**src/hdl/brl_pkg.sv**
```systemverilog
// Shared types and constants of the Bresenham line rasterizer.
`timescale 1ns / 1ps

package brl_pkg;

  localparam int COORD_W = 18;
  localparam int IN_FIELDS = 4;
  localparam int IN_TDATA_W = ((COORD_W * IN_FIELDS + 7) / 8) * 8;
  localparam int CFG_W = 7;
  localparam logic [CFG_W-1:0] SIDE_RESET = 7'd64;

  typedef struct packed {
    logic load;
    logic scale;
    logic orient;
    logic prep;
    logic step;
    logic flush;
  } cmd_t;

  typedef struct packed {
    logic active;
    logic hit;
    logic pend_valid;
    logic out_free;
  } status_t;

endpackage

```
**src/hdl/bresenham_line_rasterizer.sv**
```systemverilog
// Setup states SCALE, ORIENT and PREP follow an accept, then the major-axis walk.
// A pixel is held one stage and reaches the output register with the next hit or at flush.
// One segment at a time: the next is accepted only after the last one's walk and flush.
// The walk runs from the truncated major start to the truncated major end or the image
// edge, up to 3 * side steps; a hit stalls it while a pixel is held and output waits.
// Synchronous active-high reset clears control state and sets image_side to 64.
`timescale 1ns / 1ps

module bresenham_line_rasterizer #(
  parameter int MAX_SIDE = 64,
  parameter int FRAC_BITS = 16
) (
  input  logic                           clk,
  input  logic                           rst,
  input  logic                           cfg_we,
  input  logic [brl_pkg::CFG_W-1:0]      cfg_wdata,
  input  logic                           s_axis_tvalid,
  output logic                           s_axis_tready,
  // u_start, v_start, u_end, v_end
  input  logic [brl_pkg::IN_TDATA_W-1:0] s_axis_tdata,
  output logic                           m_axis_tvalid,
  input  logic                           m_axis_tready,
  // pixel_x, pixel_y, byte_address, zero fill
  output logic [((2 * $clog2(MAX_SIDE) + $clog2(MAX_SIDE * MAX_SIDE * 4) + 7) / 8) * 8 - 1:0]
                                         m_axis_tdata,
  output logic                           m_axis_tlast
);

  localparam int PIX_W = $clog2(MAX_SIDE);
  localparam int ADDR_W = $clog2(MAX_SIDE * MAX_SIDE * 4);
  localparam int OUT_TDATA_W = ((2 * PIX_W + ADDR_W + 7) / 8) * 8;

  brl_pkg::cmd_t    cmd;
  brl_pkg::status_t st;

  brl_ctrl u_ctrl (
    .clk           (clk),
    .rst           (rst),
    .s_axis_tvalid (s_axis_tvalid),
    .s_axis_tready (s_axis_tready),
    .st            (st),
    .cmd           (cmd)
  );

  brl_datapath #(
    .MAX_SIDE    (MAX_SIDE),
    .FRAC_BITS   (FRAC_BITS),
    .PIX_W       (PIX_W),
    .ADDR_W      (ADDR_W),
    .OUT_TDATA_W (OUT_TDATA_W)
  ) u_datapath (
    .clk           (clk),
    .rst           (rst),
    .cfg_we        (cfg_we),
    .cfg_wdata     (cfg_wdata),
    .s_axis_tdata  (s_axis_tdata),
    .cmd           (cmd),
    .st            (st),
    .m_axis_tready (m_axis_tready),
    .m_axis_tvalid (m_axis_tvalid),
    .m_axis_tdata  (m_axis_tdata),
    .m_axis_tlast  (m_axis_tlast)
  );

endmodule

```
**src/hdl/brl_ctrl.sv**
```systemverilog
// Sequencing state machine of the Bresenham line rasterizer.
`timescale 1ns / 1ps

module brl_ctrl (
  input  logic             clk,
  input  logic             rst,
  input  logic             s_axis_tvalid,
  output logic             s_axis_tready,
  input  brl_pkg::status_t st,
  output brl_pkg::cmd_t    cmd
);

  typedef enum logic [2:0] {
    IDLE,
    SCALE,
    ORIENT,
    PREP,
    WALK,
    FLUSH
  } state_t;

  state_t state;
  logic   stall;

  assign stall = st.hit && st.pend_valid && !st.out_free;

  always_comb begin
    cmd = '0;
    unique case (state)
      IDLE:   cmd.load = s_axis_tvalid && s_axis_tready;
      SCALE:  cmd.scale = 1'b1;
      ORIENT: cmd.orient = 1'b1;
      PREP:   cmd.prep = 1'b1;
      WALK:   cmd.step = st.active && !stall;
      FLUSH:  cmd.flush = st.pend_valid && st.out_free;
      default: cmd = '0;
    endcase
  end

  always_ff @(posedge clk) begin
    if (rst) begin
      state <= IDLE;
      s_axis_tready <= 1'b1;
    end else begin
      unique case (state)
        IDLE: begin
          if (s_axis_tvalid && s_axis_tready) begin
            state <= SCALE;
            s_axis_tready <= 1'b0;
          end
        end
        SCALE:  state <= ORIENT;
        ORIENT: state <= PREP;
        PREP:   state <= WALK;
        WALK: begin
          if (!st.active) begin
            state <= FLUSH;
          end
        end
        FLUSH: begin
          if (!st.pend_valid || st.out_free) begin
            state <= IDLE;
            s_axis_tready <= 1'b1;
          end
        end
        default: begin
          state <= IDLE;
          s_axis_tready <= 1'b1;
        end
      endcase
    end
  end

  a_ready_idle: assert property (@(posedge clk) disable iff (rst)
    s_axis_tready |-> state == IDLE)
    else $error("input ready outside idle");

  a_walk_done: assert property (@(posedge clk) disable iff (rst)
    (state == WALK) && !st.active |=> state == FLUSH)
    else $error("walk did not end in flush");

  a_no_stall_step: assert property (@(posedge clk) disable iff (rst)
    cmd.step |-> (state == WALK) && !(st.pend_valid && st.hit && !st.out_free))
    else $error("step issued while output is blocked");

endmodule

```
**src/hdl/brl_datapath.sv**
```systemverilog
// Scaling, orientation and Bresenham walk datapath with output register.
`timescale 1ns / 1ps

module brl_datapath #(
  parameter int MAX_SIDE = 64,
  parameter int FRAC_BITS = 16,
  parameter int PIX_W = 6,
  parameter int ADDR_W = 14,
  parameter int OUT_TDATA_W = 32
) (
  input  logic                          clk,
  input  logic                          rst,
  input  logic                          cfg_we,
  input  logic [brl_pkg::CFG_W-1:0]     cfg_wdata,
  input  logic [brl_pkg::IN_TDATA_W-1:0] s_axis_tdata,
  input  brl_pkg::cmd_t                 cmd,
  output brl_pkg::status_t              st,
  input  logic                          m_axis_tready,
  output logic                          m_axis_tvalid,
  output logic [OUT_TDATA_W-1:0]        m_axis_tdata,
  output logic                          m_axis_tlast
);

  localparam int CW = brl_pkg::COORD_W;
  localparam int SIDE_W = $clog2(MAX_SIDE + 1);
  localparam int PROD_W = CW + SIDE_W;
  localparam int DIFF_W = PROD_W + 1;
  localparam int E_W = PROD_W + 4;
  localparam int POS_RAW = PROD_W - FRAC_BITS + 2;
  localparam int POS_W = (POS_RAW > SIDE_W + 2) ? POS_RAW : SIDE_W + 2;
  localparam int TR_W = POS_W + FRAC_BITS;

  function automatic logic signed [PROD_W-1:0] mul_side(input logic signed [CW-1:0] c,
                                                        input logic [SIDE_W-1:0] s);
    logic signed [PROD_W:0] p;
    p = c * $signed({1'b0, s});
    return p[PROD_W-1:0];
  endfunction

  function automatic logic signed [POS_W-1:0] trunc_fix(input logic signed [PROD_W-1:0] v);
    logic signed [TR_W-1:0] t;
    t = {{(TR_W - PROD_W){v[PROD_W-1]}}, v};
    if (v[PROD_W-1]) begin
      t = t + TR_W'((1 << FRAC_BITS) - 1);
    end
    return t[FRAC_BITS +: POS_W];
  endfunction

  function automatic logic signed [DIFF_W-1:0] sdiff(input logic signed [PROD_W-1:0] hi,
                                                     input logic signed [PROD_W-1:0] lo);
    return {hi[PROD_W-1], hi} - {lo[PROD_W-1], lo};
  endfunction

  function automatic logic [DIFF_W-1:0] mag(input logic signed [DIFF_W-1:0] d);
    return d[DIFF_W-1] ? $unsigned(-d) : $unsigned(d);
  endfunction

  logic [brl_pkg::CFG_W-1:0] image_side;
  logic [SIDE_W-1:0]         side_eff;
  logic [SIDE_W-1:0]         side_q;

  logic signed [CW-1:0]      u1, v1, u2, v2;
  logic signed [PROD_W-1:0]  a1, b1, a2, b2;

  logic signed [POS_W-1:0]   major_pos, major_end, minor_pos;
  logic signed [E_W-1:0]     error_acc;
  logic [DIFF_W-1:0]         delta_major, delta_minor;
  logic                      minor_step_neg;
  logic                      steep_flag;

  logic [PIX_W-1:0]          pend_x, pend_y, out_x, out_y;
  logic [ADDR_W-1:0]         pend_addr, out_addr;
  logic                      pend_valid, out_valid, out_last;

  // Orientation and ordering terms.
  logic [DIFF_W-1:0]         du_mag, dv_mag;
  logic                      steep;
  logic                      swap_ends;
  logic signed [PROD_W-1:0]  oa1, ob1, oa2, ob2;

  // Walk terms.
  logic signed [POS_W-1:0]   side_s;
  logic [PIX_W-1:0]          px, py;
  logic [ADDR_W-1:0]         row_base, addr;
  logic signed [E_W-1:0]     e_sub;
  logic                      out_free;

  always_comb begin
    if (image_side == '0) begin
      side_eff = SIDE_W'(1);
    end else if (int'(image_side) > MAX_SIDE) begin
      side_eff = SIDE_W'(MAX_SIDE);
    end else begin
      side_eff = SIDE_W'(image_side);
    end
  end

  always_comb begin
    du_mag = mag(sdiff(a2, a1));
    dv_mag = mag(sdiff(b2, b1));
    steep = dv_mag > du_mag;
    swap_ends = a1 > a2;
    oa1 = swap_ends ? a2 : a1;
    ob1 = swap_ends ? b2 : b1;
    oa2 = swap_ends ? a1 : a2;
    ob2 = swap_ends ? b1 : b2;
  end

  always_comb begin
    side_s = $signed({{(POS_W - SIDE_W){1'b0}}, side_q});
    st.active = (major_pos <= major_end) && (major_pos < side_s);
    st.hit = !major_pos[POS_W-1] && !minor_pos[POS_W-1] && (minor_pos < side_s);
    px = steep_flag ? minor_pos[PIX_W-1:0] : major_pos[PIX_W-1:0];
    py = steep_flag ? major_pos[PIX_W-1:0] : minor_pos[PIX_W-1:0];
    row_base = ADDR_W'(py) * ADDR_W'(side_q);
    addr = (row_base + ADDR_W'(px)) << 2;
    e_sub = error_acc - $signed(E_W'({delta_minor, 1'b0}));
    out_free = !out_valid || m_axis_tready;
    st.out_free = out_free;
    st.pend_valid = pend_valid;
  end

  always_ff @(posedge clk) begin
    if (rst) begin
      image_side <= brl_pkg::SIDE_RESET;
    end else if (cfg_we) begin
      image_side <= cfg_wdata;
    end
  end

  always_ff @(posedge clk) begin
    if (rst) begin
      major_pos <= '0;
      major_end <= '0;
      minor_pos <= '0;
      error_acc <= '0;
      delta_major <= '0;
      delta_minor <= '0;
      minor_step_neg <= 1'b0;
      steep_flag <= 1'b0;
    end else begin
      if (cmd.orient) begin
        steep_flag <= steep;
      end
      if (cmd.prep) begin
        delta_major <= $unsigned(sdiff(oa2, oa1));
        delta_minor <= mag(sdiff(ob2, ob1));
        minor_step_neg <= !(ob1 < ob2);
        error_acc <= $signed(E_W'($unsigned(sdiff(oa2, oa1))));
        minor_pos <= trunc_fix(ob1);
        major_pos <= trunc_fix(oa1);
        major_end <= trunc_fix(oa2);
      end
      if (cmd.step) begin
        major_pos <= major_pos + POS_W'(1);
        if (e_sub[E_W-1]) begin
          minor_pos <= minor_step_neg ? minor_pos - POS_W'(1) : minor_pos + POS_W'(1);
          error_acc <= e_sub + $signed(E_W'({delta_major, 1'b0}));
        end else begin
          error_acc <= e_sub;
        end
      end
    end
  end

  always_ff @(posedge clk) begin
    if (cmd.load) begin
      u1 <= s_axis_tdata[0*CW +: CW];
      v1 <= s_axis_tdata[1*CW +: CW];
      u2 <= s_axis_tdata[2*CW +: CW];
      v2 <= s_axis_tdata[3*CW +: CW];
      side_q <= side_eff;
    end
    if (cmd.scale) begin
      a1 <= mul_side(u1, side_q);
      b1 <= mul_side(v1, side_q);
      a2 <= mul_side(u2, side_q);
      b2 <= mul_side(v2, side_q);
    end
    if (cmd.orient && steep) begin
      a1 <= b1;
      b1 <= a1;
      a2 <= b2;
      b2 <= a2;
    end
  end

  always_ff @(posedge clk) begin
    if (rst) begin
      pend_valid <= 1'b0;
      out_valid <= 1'b0;
    end else begin
      if (out_valid && m_axis_tready) begin
        out_valid <= 1'b0;
      end
      if (cmd.step && st.hit) begin
        pend_valid <= 1'b1;
        if (pend_valid) begin
          out_valid <= 1'b1;
        end
      end
      if (cmd.flush) begin
        pend_valid <= 1'b0;
        out_valid <= 1'b1;
      end
    end
  end

  always_ff @(posedge clk) begin
    if (cmd.step && st.hit) begin
      pend_x <= px;
      pend_y <= py;
      pend_addr <= addr;
    end
    if ((cmd.step && st.hit && pend_valid) || cmd.flush) begin
      out_x <= pend_x;
      out_y <= pend_y;
      out_addr <= pend_addr;
      out_last <= cmd.flush;
    end
  end

  assign m_axis_tvalid = out_valid;
  assign m_axis_tdata = OUT_TDATA_W'({out_addr, out_y, out_x});
  assign m_axis_tlast = out_last;

  a_pend_clear: assert property (@(posedge clk) disable iff (rst)
    cmd.load |-> !pend_valid)
    else $error("pending pixel left over from previous segment");

  a_pixel_in_image: assert property (@(posedge clk) disable iff (rst)
    m_axis_tvalid |-> (SIDE_W'(out_x) < side_q) && (SIDE_W'(out_y) < side_q))
    else $error("pixel outside image");

  a_flush_pending: assert property (@(posedge clk) disable iff (rst)
    cmd.flush |=> m_axis_tvalid && m_axis_tlast && !pend_valid)
    else $error("flush did not present the last pixel");

endmodule
```
**config.mk**
```make
export PLATFORM = sky130hd
export DESIGN_NAME = bresenham_line_rasterizer
export DESIGN_NICKNAME = d
export VERILOG_FILES = /design/src/hdl/brl_pkg.sv /design/src/hdl/bresenham_line_rasterizer.sv /design/src/hdl/brl_ctrl.sv /design/src/hdl/brl_datapath.sv
export SDC_FILE = /design/constraint.sdc
export NUM_CORES = 2
export LEC_CHECK = 0
export ABC_AREA = 1
export ABC_CLOCK_PERIOD_IN_PS = 7300
export BUFFER_PORTS_ARGS = -buffer_cell sky130_fd_sc_hd__buf_2
export CAP_MARGIN = 25
export CELL_PAD_IN_SITES_DETAIL_PLACEMENT = 0
export CELL_PAD_IN_SITES_GLOBAL_PLACEMENT = 1
export CORE_UTILIZATION = 44
export DETAILED_ROUTE_END_ITERATION = 10
export PLACE_DENSITY = 0.83
export SETUP_SLACK_MARGIN = 0.02
export SYNTH_ARGS = -nofsm -noshare
export SYNTH_HDL_FRONTEND = slang
export SYNTH_SLANG_ARGS = --single-unit
```
**constraint.sdc**
```tcl
create_clock -name clk -period 7.3 [get_ports clk]
set_clock_uncertainty 0.2 [all_clocks]
set_input_delay 0 -clock clk [delete_from_list [all_inputs] [get_ports clk]]
set_output_delay 0 -clock clk [all_outputs]
set_load 0.01 [all_outputs]
```
Yosys cells after proc, flatten, opt, wreduce, memory -nomap -nowiden
Index checks and enable logic that the tools add are counted.
{ "totals": {"reg_bits": 357, "latch_bits": 0, "mem_bits_rw": 0, "rom_bits": 0, "inputBits": 84, "output_inout_bits": 35, "elab_cells": 145, "mem_count": 0} }
{ "op_classes": {"addsub": 16, "multipliers": 5, "div_mod_pow": 0, "n_lt_le_gt_ge": 7, "n_eq_ne": 8, "shifts": 0, "mux": 47, "bitwise": 1, "n_reduce_logical": 31} }
{ "op_table": {"columns": ["op", "count"], "rows": [
  ["25-bit two-way mux", 12],
  ["25-bit by 25-bit subtractor with 26-bit output", 4],
  ["18-bit by 8-bit multiplier with 25-bit output", 4],
  ["29-bit two-way mux", 3],
  ["27-bit two-way mux", 3],
  ["25-bit by 17-bit adder with 26-bit output (second input constant)", 3],
  ["26-bit two-way mux", 3],
  ["26-bit negation", 3],
  ["11-bit two-way mux", 6],
  ["29-bit by 28-bit adder with 29-bit output", 1],
  ["29-bit by 28-bit subtractor with 29-bit output", 1],
  ["26-bit greater-than comparator", 1],
  ["25-bit greater-than comparator", 1],
  ["25-bit < comparator", 1],
  ["11-bit by 2-bit adder with 11-bit output (second input constant)", 2],
  ["11-bit by 8-bit < comparator with 1-bit output", 2],
  ["3-bit case mux with 6 select lines", 1],
  ["12-bit by 6-bit adder with 12-bit output", 1],
  ["1-bit logical AND", 12],
  ["6-bit by 7-bit multiplier with 12-bit output", 1],
  ["1-bit two-way mux", 12],
  ["6-bit two-way mux", 2],
  ["11-bit less-or-equal comparator", 1],
  ["11-bit by 2-bit subtractor with 11-bit output (second input constant)", 1],
  ["other kinds (18)", 34]
]} }

Longest topological paths before layout
{ "depth": {"word_depth": 11, "ltp_mapped": 36, "mapped_depth_nobuf": 34} }

Cells and area by module
From an unflattened synthesis, not the netlist that was laid out.
{ "hier_totals": {"hier_cells": 6198, "hier_area_um2": 45275.9} }
{ "modules_own_cells": {"columns": ["mod", "n_inst", "cells_per_inst", "area_each_um2", "seq_area_each_um2"], "rows": [
  ["brl_datapath", 1, 6155, 44986.9, 9308.9],
  ["brl_ctrl", 1, 43, 289.0, 80.1]
]} }

Worst setup path after synthesis
No wires, ideal clock.
{ "synth_timing": {"kind": "register to register", "from": "register u_datapath.a2[0]", "to": "register u_datapath.a1[0], enable pin", "setup_ns": 0.931, "arrival_ns": 6.646, "t_required_ns": 6.169, "slack_ns": -0.477, "path_stages_with_launch": 31, "n_path_buf": 3, "synth_period_minus_slack_ns": 7.777, "cell_sequence": "edfxtp_1 inv_1 ha_1 inv_1 fa_1 a21oi_1 inv_1 a21oi_1 inv_1 a21oi_1 xor2_1 nand2_1 nor2_1 nand2_1 nor4_1 nand2_1 nor2_1 nand4_1 nand2_1 xor2_1 inv_1 ha_1 a21oi_1 nor2_1 a2111oi_0 nand2_1 nand3_1 clkbuf_1 clkbuf_1 clkbuf_1 nand2_1"} }
{ "synth_between": {"elab_chain_cells": 6} }
{ "synth_lines": {"columns": ["element", "line", "rtl"], "rows": [
  ["from (decl)", "brl_datapath.sv:63", "logic signed [PROD_W-1:0] a1, b1, a2, b2;"],
  ["from (signal assigned)", "brl_datapath.sv:177", "a2 <= mul_side(u2, side_q);"],
  ["25-bit by 25-bit subtractor with 26-bit output (*)", "brl_datapath.sv:51", "return {hi[PROD_W-1], hi} - {lo[PROD_W-1], lo};"],
  ["26-bit negation", "brl_datapath.sv:55", "return d[DIFF_W-1] ? $unsigned(-d) : $unsigned(d);"],
  ["26-bit two-way mux (*)", "brl_datapath.sv:55", null],
  ["26-bit greater-than comparator (*)", "brl_datapath.sv:101", "steep = dv_mag > du_mag;"],
  ["1-bit logical AND (*)", "brl_datapath.sv:180", "if (cmd.orient && steep) begin"],
  ["2-bit nonzero test (no line) (*)", null, null],
  ["to (signal assigned)", "brl_datapath.sv:175", "a1 <= mul_side(u1, side_q);"],
  ["to (decl)", "brl_datapath.sv:63", null]
]} }
Every way passes the cells marked *; elsewhere a longest branch is shown, timed or not.
A chain may end at the register's enable or synchronous reset.

Worst setup path in the final report
{ "layout_timing": {"from": "register u_datapath.a2[23]", "to": "register u_datapath.a1[3] (data pin)"} }
{ "layout_between": {"elab_chain_cells": 6} }
{ "layout_lines": {"columns": ["element", "line"], "rows": [
  ["25-bit by 25-bit subtractor with 26-bit output (*)", "brl_datapath.sv:51"],
  ["26-bit negation", "brl_datapath.sv:55"],
  ["26-bit two-way mux (*)", "brl_datapath.sv:55"],
  ["26-bit greater-than comparator (*)", "brl_datapath.sv:101"],
  ["1-bit logical AND (*)", "brl_datapath.sv:180"],
  ["25-bit two-way mux (*)", "brl_datapath.sv:180"]
]} }
Marks and branches as above.

==> impl_metrics.env <==
export IMPL_grtUsageTotal=0.272
export IMPL_htree_levels=2
export IMPL_numCtsBuffers=45
export IMPL_maxCapViolations=0
export IMPL_first_global_vias=39738
export IMPL_synthArstFlopShare=0
export IMPL_cts_tree="done"
export IMPL_vias=39217
export IMPL_antenna_diode_count=0
export IMPL_yosysSeqAreaShare=0.208
export IMPL_drc=0
export IMPL_outcome="finished clean"
export IMPL_rows=117
export IMPL_fill_cells=9998
export IMPL_gp_congestion=1.03
export IMPL_cts_resized=0
export IMPL_setup_violations=0
export IMPL_drt_wirelength_per_cell_um=18.1
export IMPL_cpPeakStageDelay_ns=0.64
export IMPL_final_hold_violation_count=0
export IMPL_yosys_cell_types_count=68
export IMPL_syn_area_sq_mm=0.0450
export IMPL_drt_first_pass_iters=6
export IMPL_grt_max_degree=111
export IMPL_path_class="flip-flop to flip-flop"
export IMPL_grt_pass1_wl_um=220000
export IMPL_hp_class="input pin to flip-flop"
export IMPL_path_clk_slew_ns=0.06
export IMPL_seqCellArea_sq_mm=0.00939
export IMPL_finalMaxSlewViolations=0
export IMPL_max_slew_margin_rel=0.323
export IMPL_crit_required_ns=7.46
export IMPL_stdcell_area_sq_mm=0.0503
export IMPL_fin_crit_sh=0.899
export IMPL_cts_sinks=355
export IMPL_cts_root_buffer="clkbuf_16"
export IMPL_port_buffers=110
export IMPL_cts_buffer_depth=3
export IMPL_ys_flop_type="edfxtp_1"
export IMPL_io_pins=119
export IMPL_crit_arrival_ns=6.73
export IMPL_vias_per_cell=5.09
export IMPL_synth_avg_cell_area_sq_um=7.39
export IMPL_wl_um=139000
export IMPL_initial_utilization=0.443
export IMPL_layout_nets=7180
export IMPL_tightest_slew_ns=0.990
export IMPL_timing_fmax_ghz=0.152
export IMPL_core_area_sq_mm=0.102
export IMPL_cpMostUsedCell="nand2_1"
export IMPL_r2r_setup_slack_ns=0.74
export IMPL_worst_setup_path_start_kind="flip-flop"
export IMPL_multi_input_area_sq_mm=0.0297
export IMPL_drive_gt1_frac=0.0562
export IMPL_clk_latency_ns=0.64
export IMPL_antenna_found_initial=0
export IMPL_ys_warnings_count=0
export IMPL_drtIter0Drc=2791
export IMPL_die_area_sq_mm=0.104
export IMPL_grt_ovfl_total=0
export IMPL_synth_edf_count=228
export IMPL_synthToLayoutAreaGrowth_pct=11.6
export IMPL_dp_hpwl_um=111000
export IMPL_dieWidth_um=322
export IMPL_drtAntennaViolNets=0
export IMPL_cp_slowest_cell="edfxtp_1"
export IMPL_dpl_cell_area_sq_mm=0.0470
export IMPL_cts_setup_buffers=0
export IMPL_tns_ns=0
export IMPL_ys_ff_latch=355
export IMPL_path_max_fanout=89
export IMPL_syn_inst=6097
export IMPL_min_period_ns=6.56
export IMPL_final_core_utilization=0.495
export IMPL_grt_setup_unrepaired="false"
export IMPL_end_kind="flip-flop"
export IMPL_chipHeight_um=322
per-stage QoR:
stage	hold slack (ns)	cells	setup slack, ns
finish	0.104	7700	0.737
global route	0.0991	7700	0.273
CTS	0.0295	7700	0.725
detailed placement	-0.0219	7451	0.772
global placement	-0.0241	7450	0.736
floorplan	-0.101	6104	0.526
sequential cells by signal (all words and copies together) (netlist names), 12 cells and up:
register and count:
u_datapath.error_acc 28, u_datapath.delta_major 26, u_datapath.delta_minor 26, u_datapath.v1 18, u_datapath.b2 25, u_datapath.u2 18
u_datapath.a1 25, u_datapath.a2 25, u_datapath.v2 18, u_datapath.out_addr 12, u_datapath.u1 18, u_datapath.b1 25
u_datapath.pend_addr 12
worst max-delay path: cells and delay by family, from the launching register on:
kind,cells,cell delay (ns)
adders and majority gates,2,0.83
buffers and inverters,5,0.95
xor gates and xnor gates,1,0.16
AOI/OAI and AO/OA,8,1.76
and+or+nand+nor,11,1.57
DFF,1,0.64
path summary, 6_finish.rpt:
kind | startpoint | endpoint | cells after the start
setup / recovery | u_datapath.a2[23]$_DFFE_PP_ | u_datapath.a1[3]$_DFFE_PP_ | 27
hold reg to reg | u_datapath.pend_y[5]$_DFFE_PP_ | u_datapath.out_y[5]$_DFFE_PP_ | 0
setup reg to reg | u_datapath.a2[23]$_DFFE_PP_ | u_datapath.a1[3]$_DFFE_PP_ | 27
hold / removal | cfg_wdata[6] | u_datapath.image_side[6]$_SDFFE_PP1P_ | 4
cells in the mapped netlist (all sizes together), types with 116 or more instances:
master	n	area share
nand2	1556	0.13
edfxtp	228	0.15
o21ai	336	0.039
xor2	191	0.037
clkbuf	116	0.0097
ha	396	0.11
dfxtp	127	0.056
a21oi	424	0.048
fa	404	0.18
nor2	296	0.026
inv	1390	0.12
nand3	206	0.025
layout make-up:
type / count / area share
well taps: 1368 / 0.0340
inverters: 1391 / 0.104
multi-input cells: 4183 / 0.590
repair buffers: 320 / 0.0532
flip-flops and latches: 355 / 0.187
clock buffers: 51 / 0.0230
clock inverters: 32 / 0.00958
layout by cell type (no fill, tap or decap), drive strengths merged, types with 191 or more instances in the layout:
cell type	instances
nand2	1556
inv	1397
a21oi	424
fa	404
ha	396
o21ai	336
nor2	296
edfxtp	228
nand3	206
xor2	191
repair_timing:
item | CTS | global route
setup endpoints to repair | 0 | 0
hold endpoints to repair | 167 | 0
hold buffers | 166 | 0
kinds of logic (layout without fill, tap and decap cells):
family	count (synthesis)	in the layout	synth area share
fa+ha+maj	800	800	0.290
xor+xnor	282	282	0.0552
other cells	1	8	0.0000832
simple gates	2179	2179	0.199
buf+inv	1566	1794	0.135
flops	355	355	0.208
mux	2	2	0.000472
compound gates	912	912	0.112
layer usage:
metal  routed length [um]  GRT usage
met3                 7080     0.0306
met1                61800      0.357
met2                65000      0.460
met5                    0          0
met4                 5430      0.102
Power is left out: the tool's default activity adds up to more than one toggle a clock period on the data nets, which glitch-free logic cannot reach.
